==> config.mk <==
export PLATFORM = sky130hd
export DESIGN_NAME = infix_to_postfix_converter_core
export DESIGN_NICKNAME = d
export VERILOG_FILES = /design/src/sv/i2p_pkg.sv /design/src/sv/infix_to_postfix_converter_core.sv
export VERILOG_INCLUDE_DIRS = /design/src /design/src/sv
export SDC_FILE = /design/constraint.sdc
export NUM_CORES = 1
export LEC_CHECK = 0
export BUFFER_PORTS_ARGS = -buffer_cell sky130_fd_sc_hd__clkbuf_2
export CORE_MARGIN = 2
export CORE_UTILIZATION = 55
export DETAILED_ROUTE_END_ITERATION = 12
export MAX_ROUTING_LAYER = met4
export PLACE_DENSITY = 0.77
export SYNTH_ARGS = -nofsm -noshare
export SYNTH_HDL_FRONTEND = slang
export SYNTH_SLANG_ARGS = --single-unit
==> constraint.sdc <==
create_clock -name clk -period 3.35 [get_ports clk]
set_clock_uncertainty 0.05 [all_clocks]
set_input_delay 0 -clock clk [delete_from_list [all_inputs] [get_ports clk]]
set_output_delay 0 -clock clk [all_outputs]
set_load 0.02 [all_outputs]
==> src/sv/infix_to_postfix_converter_core_defines.svh <==
// Assertion macros for the infix to postfix converter.
// Compile with NO_ASSERTIONS defined to strip them.
`ifndef INFIX_TO_POSTFIX_CONVERTER_CORE_DEFINES_SVH
`define INFIX_TO_POSTFIX_CONVERTER_CORE_DEFINES_SVH

`ifndef NO_ASSERTIONS

// Same-cycle implication, sampled on clk, off during reset.
`define I2P_ASSERT_NOW(label, ante, cons) \
  label: assert property (@(posedge clk) disable iff (!rst_n) (ante) |-> (cons)) \
    else $error("infix_to_postfix_converter_core: assertion failed");

// Next-cycle implication, sampled on clk, off during reset.
`define I2P_ASSERT_NEXT(label, ante, cons) \
  label: assert property (@(posedge clk) disable iff (!rst_n) (ante) |=> (cons)) \
    else $error("infix_to_postfix_converter_core: assertion failed");

`else

`define I2P_ASSERT_NOW(label, ante, cons)
`define I2P_ASSERT_NEXT(label, ante, cons)

`endif

`endif

==> src/sv/i2p_pkg.sv <==
package i2p_pkg;

  localparam int STACK_DEPTH = 32;
  localparam int CNT_W       = $clog2(STACK_DEPTH + 1);
  localparam int ADDR_W      = $clog2(STACK_DEPTH);

  // Stack entry codes
  typedef enum logic [2:0] {
    OP_OPEN = 3'd0,
    OP_ADD  = 3'd1,
    OP_SUB  = 3'd2,
    OP_MUL  = 3'd3,
    OP_DIV  = 3'd4,
    OP_POW  = 3'd5
  } opc_t;

  typedef enum logic [1:0] {
    ST_OK        = 2'd0,
    ST_FULL      = 2'd1,
    ST_UNMATCHED = 2'd2
  } stat_t;

  typedef enum logic [2:0] {
    CL_OTHER,
    CL_OPERAND,
    CL_OPEN,
    CL_CLOSE,
    CL_OPER
  } sym_class_t;

  typedef enum logic [1:0] {
    MODE_CLOSE,
    MODE_OPER,
    MODE_FLUSH
  } pop_mode_t;

  typedef enum logic [2:0] {
    S_IDLE,
    S_TAIL,
    S_RD,
    S_EV,
    S_FIN
  } state_t;

  function automatic sym_class_t classify(logic [7:0] s);
    sym_class_t c;
    c = CL_OTHER;
    if (s inside {[8'h30:8'h39], [8'h41:8'h5a], [8'h61:8'h7a]}) begin
      c = CL_OPERAND;
    end else if (s == 8'h28) begin
      c = CL_OPEN;
    end else if (s == 8'h29) begin
      c = CL_CLOSE;
    end else if (s inside {8'h2b, 8'h2d, 8'h2a, 8'h2f, 8'h5e}) begin
      c = CL_OPER;
    end
    return c;
  endfunction

  function automatic opc_t op_code(logic [7:0] s);
    opc_t c;
    case (s)
      8'h2b:   c = OP_ADD;
      8'h2d:   c = OP_SUB;
      8'h2a:   c = OP_MUL;
      8'h2f:   c = OP_DIV;
      8'h5e:   c = OP_POW;
      default: c = OP_OPEN;
    endcase
    return c;
  endfunction

  function automatic logic [7:0] code_char(opc_t c);
    logic [7:0] ch;
    case (c)
      OP_OPEN: ch = 8'h28;
      OP_ADD:  ch = 8'h2b;
      OP_SUB:  ch = 8'h2d;
      OP_MUL:  ch = 8'h2a;
      OP_DIV:  ch = 8'h2f;
      OP_POW:  ch = 8'h5e;
      default: ch = 8'h00;
    endcase
    return ch;
  endfunction

  function automatic logic [1:0] code_prec(opc_t c);
    logic [1:0] p;
    case (c)
      OP_ADD, OP_SUB: p = 2'd1;
      OP_MUL, OP_DIV: p = 2'd2;
      OP_POW:         p = 2'd3;
      default:        p = 2'd0;
    endcase
    return p;
  endfunction

endpackage

==> src/sv/infix_to_postfix_converter_core.sv <==
// Infix to postfix converter (shunting yard), one character word per accepted input.
// An operand's word passes the pending slot, then the output register, before out_valid.
// A new word is taken only in S_IDLE, once the last one is fully done (in_stall is high
//   until then); out_stall can hold the sequencer while a result waits to move out.
// Reset (rst_n low, synchronous): stack empty, sequencer idle, output empty.
//   Stack RAM contents are not cleared; only entries below the count are read.
`include "infix_to_postfix_converter_core_defines.svh"

module infix_to_postfix_converter_core
  import i2p_pkg::*;
(
  input  logic       clk,
  input  logic       rst_n,
  input  logic       in_valid,
  output logic       in_stall,
  input  logic [7:0] in_symbol,
  input  logic       in_is_last,
  output logic       out_valid,
  input  logic       out_stall,
  output logic [7:0] out_symbol,
  output logic       out_run_last,
  output logic [1:0] out_status
);

  // Sequencer state
  state_t            state_r, state_nxt;
  pop_mode_t         mode_r, mode_nxt;
  opc_t              oc_r, oc_nxt;
  logic              last_r, last_nxt;
  stat_t             status_r, status_nxt;

  // Stack bookkeeping: entry count and number of stacked open parentheses.
  // The open count tells at once whether a close parenthesis has a match,
  // so the word status is known before any result of the word leaves.
  logic [CNT_W-1:0]  stack_count_r, stack_count_nxt;
  logic [CNT_W-1:0]  open_cnt_r, open_cnt_nxt;

  // Stack RAM, one write and one registered read per cycle
  opc_t              stk_mem [STACK_DEPTH];
  opc_t              rd_q_r;
  logic [ADDR_W-1:0] rd_addr;
  logic              wr_en;
  logic [ADDR_W-1:0] wr_addr;
  opc_t              wr_code;

  // Pending result: held back one step, so run_last is known when it moves out
  logic              pend_v_r;
  logic [7:0]        pend_sym_r;
  logic              emit;
  logic [7:0]        emit_sym;
  logic              fin_move;
  logic              move;
  logic              can_emit;

  // Output register
  logic              out_v_r;
  logic [7:0]        out_sym_r;
  logic              out_last_r;
  stat_t             out_status_r;
  logic              out_free;

  localparam logic [CNT_W-1:0] CNT_FULL = CNT_W'(STACK_DEPTH);
  localparam logic [CNT_W-1:0] CNT_ONE  = CNT_W'(1);

  assign out_free = !out_v_r || !out_stall;
  assign can_emit = !pend_v_r || out_free;
  assign move     = (emit && pend_v_r) || fin_move;

  // Always read the current top of stack; a pop or push changes the count,
  // and the sequencer passes through S_RD, which registers rd_q_r, before S_EV looks at it.
  assign rd_addr  = ADDR_W'(stack_count_r - CNT_ONE);

  assign in_stall     = (state_r != S_IDLE);
  assign out_valid    = out_v_r;
  assign out_symbol   = out_sym_r;
  assign out_run_last = out_last_r;
  assign out_status   = out_status_r;

  always_ff @(posedge clk) begin
    if (!rst_n) begin
      state_r       <= S_IDLE;
      stack_count_r <= '0;
      open_cnt_r    <= '0;
      status_r      <= ST_OK;
      pend_v_r      <= 1'b0;
      out_v_r       <= 1'b0;
    end else begin
      state_r       <= state_nxt;
      stack_count_r <= stack_count_nxt;
      open_cnt_r    <= open_cnt_nxt;
      status_r      <= status_nxt;
      if (emit) begin
        pend_v_r <= 1'b1;
      end else if (fin_move) begin
        pend_v_r <= 1'b0;
      end
      if (out_free) begin
        out_v_r <= move;
      end
    end
  end

  // Payload registers
  always_ff @(posedge clk) begin
    mode_r <= mode_nxt;
    oc_r   <= oc_nxt;
    last_r <= last_nxt;
    if (emit) begin
      pend_sym_r <= emit_sym;
    end
    if (out_free && move) begin
      out_sym_r    <= pend_sym_r;
      out_last_r   <= fin_move;
      out_status_r <= status_r;
    end
  end

  // Stack RAM
  always_ff @(posedge clk) begin
    if (wr_en) begin
      stk_mem[wr_addr] <= wr_code;
    end
    rd_q_r <= stk_mem[rd_addr];
  end

  always_comb begin
    state_nxt       = state_r;
    mode_nxt        = mode_r;
    oc_nxt          = oc_r;
    last_nxt        = last_r;
    status_nxt      = status_r;
    stack_count_nxt = stack_count_r;
    open_cnt_nxt    = open_cnt_r;
    emit            = 1'b0;
    emit_sym        = 8'h00;
    fin_move        = 1'b0;
    wr_en           = 1'b0;
    wr_addr         = stack_count_r[ADDR_W-1:0];
    wr_code         = OP_OPEN;

    case (state_r)
      S_IDLE: begin
        // Take a word; the pending slot is always empty here
        if (in_valid) begin
          last_nxt   = in_is_last;
          status_nxt = ST_OK;
          oc_nxt     = op_code(in_symbol);
          state_nxt  = S_TAIL;
          case (classify(in_symbol))
            CL_OPERAND: begin
              emit     = 1'b1;
              emit_sym = in_symbol;
            end
            CL_OPEN: begin
              if (stack_count_r == CNT_FULL) begin
                status_nxt = ST_FULL;
              end else begin
                wr_en           = 1'b1;
                wr_code         = OP_OPEN;
                stack_count_nxt = stack_count_r + CNT_ONE;
                open_cnt_nxt    = open_cnt_r + CNT_ONE;
              end
            end
            CL_CLOSE: begin
              mode_nxt  = MODE_CLOSE;
              state_nxt = S_RD;
              if (open_cnt_r == '0) begin
                status_nxt = ST_UNMATCHED;
              end
            end
            CL_OPER: begin
              mode_nxt  = MODE_OPER;
              state_nxt = S_RD;
            end
            default: ;
          endcase
        end
      end

      S_TAIL: begin
        // After the last word, flush the whole stack
        if (last_r) begin
          mode_nxt  = MODE_FLUSH;
          state_nxt = S_RD;
        end else begin
          state_nxt = S_FIN;
        end
      end

      S_RD: begin
        if (stack_count_r == '0) begin
          case (mode_r)
            MODE_OPER: begin
              wr_en           = 1'b1;
              wr_code         = oc_r;
              stack_count_nxt = stack_count_r + CNT_ONE;
              state_nxt       = S_TAIL;
            end
            MODE_FLUSH: begin
              // Terminator
              if (can_emit) begin
                emit      = 1'b1;
                emit_sym  = 8'h00;
                state_nxt = S_FIN;
              end
            end
            default: state_nxt = S_TAIL;
          endcase
        end else begin
          state_nxt = S_EV;
        end
      end

      S_EV: begin
        case (mode_r)
          MODE_CLOSE: begin
            if (rd_q_r == OP_OPEN) begin
              // Drop the matching open parenthesis
              stack_count_nxt = stack_count_r - CNT_ONE;
              open_cnt_nxt    = open_cnt_r - CNT_ONE;
              state_nxt       = S_TAIL;
            end else if (can_emit) begin
              emit            = 1'b1;
              emit_sym        = code_char(rd_q_r);
              stack_count_nxt = stack_count_r - CNT_ONE;
              state_nxt       = S_RD;
            end
          end
          MODE_OPER: begin
            if (code_prec(rd_q_r) >= code_prec(oc_r)) begin
              if (can_emit) begin
                emit            = 1'b1;
                emit_sym        = code_char(rd_q_r);
                stack_count_nxt = stack_count_r - CNT_ONE;
                state_nxt       = S_RD;
              end
            end else if (stack_count_r == CNT_FULL) begin
              // Nothing popped and no room: drop the push
              status_nxt = ST_FULL;
              state_nxt  = S_TAIL;
            end else begin
              wr_en           = 1'b1;
              wr_code         = oc_r;
              stack_count_nxt = stack_count_r + CNT_ONE;
              state_nxt       = S_TAIL;
            end
          end
          default: begin
            // Flush pops everything, open parentheses included
            if (can_emit) begin
              emit            = 1'b1;
              emit_sym        = code_char(rd_q_r);
              stack_count_nxt = stack_count_r - CNT_ONE;
              if (rd_q_r == OP_OPEN) begin
                open_cnt_nxt = open_cnt_r - CNT_ONE;
              end
              state_nxt = S_RD;
            end
          end
        endcase
      end

      S_FIN: begin
        // Release the held result as the final one of this word; an error
        // with no result at all gets a lone terminator
        if (pend_v_r) begin
          if (out_free) begin
            fin_move  = 1'b1;
            state_nxt = S_IDLE;
          end
        end else if (status_r != ST_OK) begin
          emit     = 1'b1;
          emit_sym = 8'h00;
        end else begin
          state_nxt = S_IDLE;
        end
      end

      default: state_nxt = S_IDLE;
    endcase
  end

  `I2P_ASSERT_NOW(a_count_bound, 1'b1, stack_count_r <= CNT_FULL)
  `I2P_ASSERT_NOW(a_open_le_count, 1'b1, open_cnt_r <= stack_count_r)
  `I2P_ASSERT_NOW(a_take_pend_empty, in_valid && !in_stall, !pend_v_r)
  `I2P_ASSERT_NEXT(a_fin_done, state_r == S_FIN && !pend_v_r && status_r == ST_OK,
                   state_r == S_IDLE)

endmodule
==> flow_metrics.tcl <==
set metrics [dict create \
    status "finished, final reports clean" \
    relSlewSlack 0.2195 \
    antenna_cells 0 \
    syn-mean-instance-area_um2 13.47 \
    worstSetupPathType "reg2reg" \
    cts_buffers 17 \
    cp.arrival_ns 3.11 \
    die_y_um 114.5 \
    peakVddDrop_v 0.0004365 \
    yosys-top-cells-area "edfxtp_1 (54%), mux4_2 (10%), dfxtp_1 (6.6%)" \
    post_cts_buffers 0 \
    yosys.area.top_type "edfxtp_1" \
    crit_path_end_kind "register" \
    fin_setup_tns_ns 0 \
    rows 40 \
    whs_ns 0.06756 \
    dr_wl_met2_mm 6.627 \
    critPathLaunchType "register" \
    groute.usage.overall 0.2377 \
    ios 26 \
    power_density_nw_per_um2 532.1 \
    cts_buffer_depth 2 \
    yosysMostFrequentCell "edfxtp_1" \
    syn_nets 523 \
    worst_slew_pin_slew_ns 1.171 \
    clk_latency_ns 0.42 \
    holdCritPathClass "in2reg" \
    rsz0062_at_grt "no" \
    cts_sinks 143 \
    wl_per_cell_um 19.89 \
    yosysWarningCount 0 \
    ys_types 67 \
    drtIter0Drc 371 \
    coreArea_um2 11960 \
    syn_inst 499 \
    layout.nets 564 \
    r2r_cells 8 \
    setup_viol 0 \
    final_cell_area_um2 7702 \
    crit_top_cell "nor2_1" \
    wl_met1_mm 6.107 \
    max_freq_mhz 321.8 \
    dr_wl_met3_um 816 \
    cp_slowest_cell "and2_1" \
    ys_seq_area_frac 0.6061 \
    antenna_found_initial 0 \
    crit_chain "nor2_1, mux2i_1, ha_1, nand2b_1, a21oi_1, a32oi_1, nor2_1, and2_1" \
    final_hold_viol_count 0 \
    grt_overflow 0 \
    die_area_um2 13120 \
    p_leak_nw 2.841 \
    wirelength_mm 13.91 \
    clockRootBuffer "clkbuf_16" \
    place_congestion 0.9220 \
    area_delta_synth_final_pct 14.59 \
    portBuffers 25 \
    cts_tree "done" \
    slew_viol_final 0 \
    netlist_top_cells_count "edfxtp_1 (121), nor2_1 (58), nand2_1 (37), mux4_2 (30), dfxtp_1 (22)" \
    rrSetupSlack_ns 0.24 \
    synth_edf_count 121 \
    dp_hpwl_mm 9.493 \
    ys_async_sr_fraction 0 \
    synth_top_area_share 0.5406 \
    synth_area_um2 6721 \
    vias_per_cell 6.179 \
    synth-main-ff-cell "edfxtp_1" \
    initial_core_util 0.5619 \
    grt_pass1_wl_mm 22.60 \
    grt_max_degree 33 \
    max_stage_delay_ns 0.94 \
    top_layer "met4" \
    ys_ff_latch 143 \
    worstHoldPathCells 2 \
    drtPass1Iterations 5 \
    placed_area_um2 7025 \
    htreeDepth 4 \
    num_vias 4319 \
    drv_cap 0 \
    fin_crit_sh 0.9276 \
    worstPathMaxFanout 32 \
    final.min_clock_period_ns 3.107 \
    required_ns 3.35 \
    postRouteAntennaNets 0 \
    dieWidth_um 114.5 \
    layout-drive-gt1-share 0.1993 \
    post_cts_resized 0 \
    grt_pass1_vias 4223 \
    post-route-drc-count 0 \
    path_clk_slew_ns 0.06 \
]
-- worst paths after layout --
check / start / to
max: rd_q_r[0] / stk_mem[21][1]
min: rst_n / state_r[2]
max reg2reg: rd_q_r[0] / stk_mem[21][1]
min reg2reg: pend_sym_r[1] / out_symbol[1]
-- cell type report --
cell class / instances / area, µm²
clock buffer: 18 / 429.2
fill: 824 / 4259
inverter: 12 / 45.04
timing repair buffer: 48 / 337.8
multi-input combinational: 318 / 2494
tap: 147 / 183.9
clock inverter: 13 / 137.6
sequential: 143 / 4075
-- state kept, by name, indices dropped and copies added, names as in the netlist --
signal	cells
last_r	1
state_r	3
out_run_last	1
stk_mem	96
open_cnt_r	6
out_status	2
pend_v_r	1
mode_r	2
oc_r	3
out_valid	1
out_symbol	8
status_r	2
stack_count_r	6
pend_sym_r	8
rd_q_r	3
-- kinds of logic (layout without fill, tap and decap cells) --
kind of cell / after synthesis / count (layout) / share of synthesized area
xor+xnor: 8 / 8 / 0.01042
flops: 143 / 143 / 0.6061
fa+ha+maj: 11 / 11 / 0.02159
buf+inv: 38 / 91 / 0.02290
simple gates: 173 / 173 / 0.1312
compound gates: 81 / 81 / 0.08507
mux: 44 / 44 / 0.1221
other cells: 1 / 1 / 0.0005579
-- what timing repair did --
| item | CTS | global route |
|---|---|---|
| endpoints found under the hold margin | 16 | 0 |
| setup endpoints to repair | 0 | 0 |
| hold buffers | 11 | 0 |
-- where the power goes --
group | switching, W | leakage [nW] | internal, W
clock network | 0.000717 | 0.276 | 0.00109
logic | 0.000182 | 1.09 | 0.000137
registers | 0.0000272 | 1.47 | 0.00194
total | 0.000927 | 2.84 | 0.00317
-- per-stage QoR --
| step | power (W) | setup WS, ns | util | cells |
|---|---|---|---|---|
| 2_1_floorplan | 0.002223 | 0.2449 | - | 499 |
| 3_3_place_gp | 0.002301 | 0.3582 | 0.5873 | 657 |
| 3_5_place_dp | 0.002311 | 0.3112 | 0.5873 | 657 |
| 4_1_cts | 0.004119 | 0.2805 | 0.6439 | 699 |
| 5_1_grt | 0.004236 | 0.01506 | 0.6439 | 699 |
| 6_report | 0.004098 | 0.2427 | 0.6439 | 699 |
-- layer usage --
layer,vias up,global-route usage
li1,1995,-
met1,2110,0.3183
met2,180,0.3519
met3,34,0.05029
met4,0,0.1106
met5,-,-
-- worst max-delay path, delay by kind of cell, from the launching register on --
kind,cells,cell delay (ns)
DFF,1,0.49
and+or+nand+nor,4,1.38
AOI/OAI and AO/OA,2,0.41
adders and majority gates,1,0.24
muxes,1,0.15
-- layout by cell type (no fill, tap or decap), types with 3 or more instances in the layout --
| cell | n |
|---|---|
| edfxtp_1 | 121 |
| nor2_1 | 58 |
| nand2_1 | 37 |
| mux4_2 | 30 |
| clkbuf_2 | 25 |
| dfxtp_1 | 21 |
| a21oi_1 | 20 |
| clkbuf_16 | 17 |
| o21ai_0 | 16 |
| nor2b_1 | 12 |
| nand2b_1 | 12 |
| inv_1 | 11 |
| dlygate4sd3_1 | 11 |
| buf_4 | 11 |
| mux2i_1 | 10 |
| nor3_1 | 10 |
| ha_1 | 10 |
| nand3_1 | 8 |
| xnor2_1 | 7 |
| nand3b_1 | 6 |
| a21boi_0 | 6 |
| and2_1 | 5 |
| mux2_2 | 4 |
| o211a_1 | 4 |
| inv_6 | 4 |
| a22o_1 | 3 |
| or4_1 | 3 |
| a21o_1 | 3 |
| nor4_1 | 3 |
| nand4_1 | 3 |
| o211ai_1 | 3 |
(Power assumes the default switching activity.)
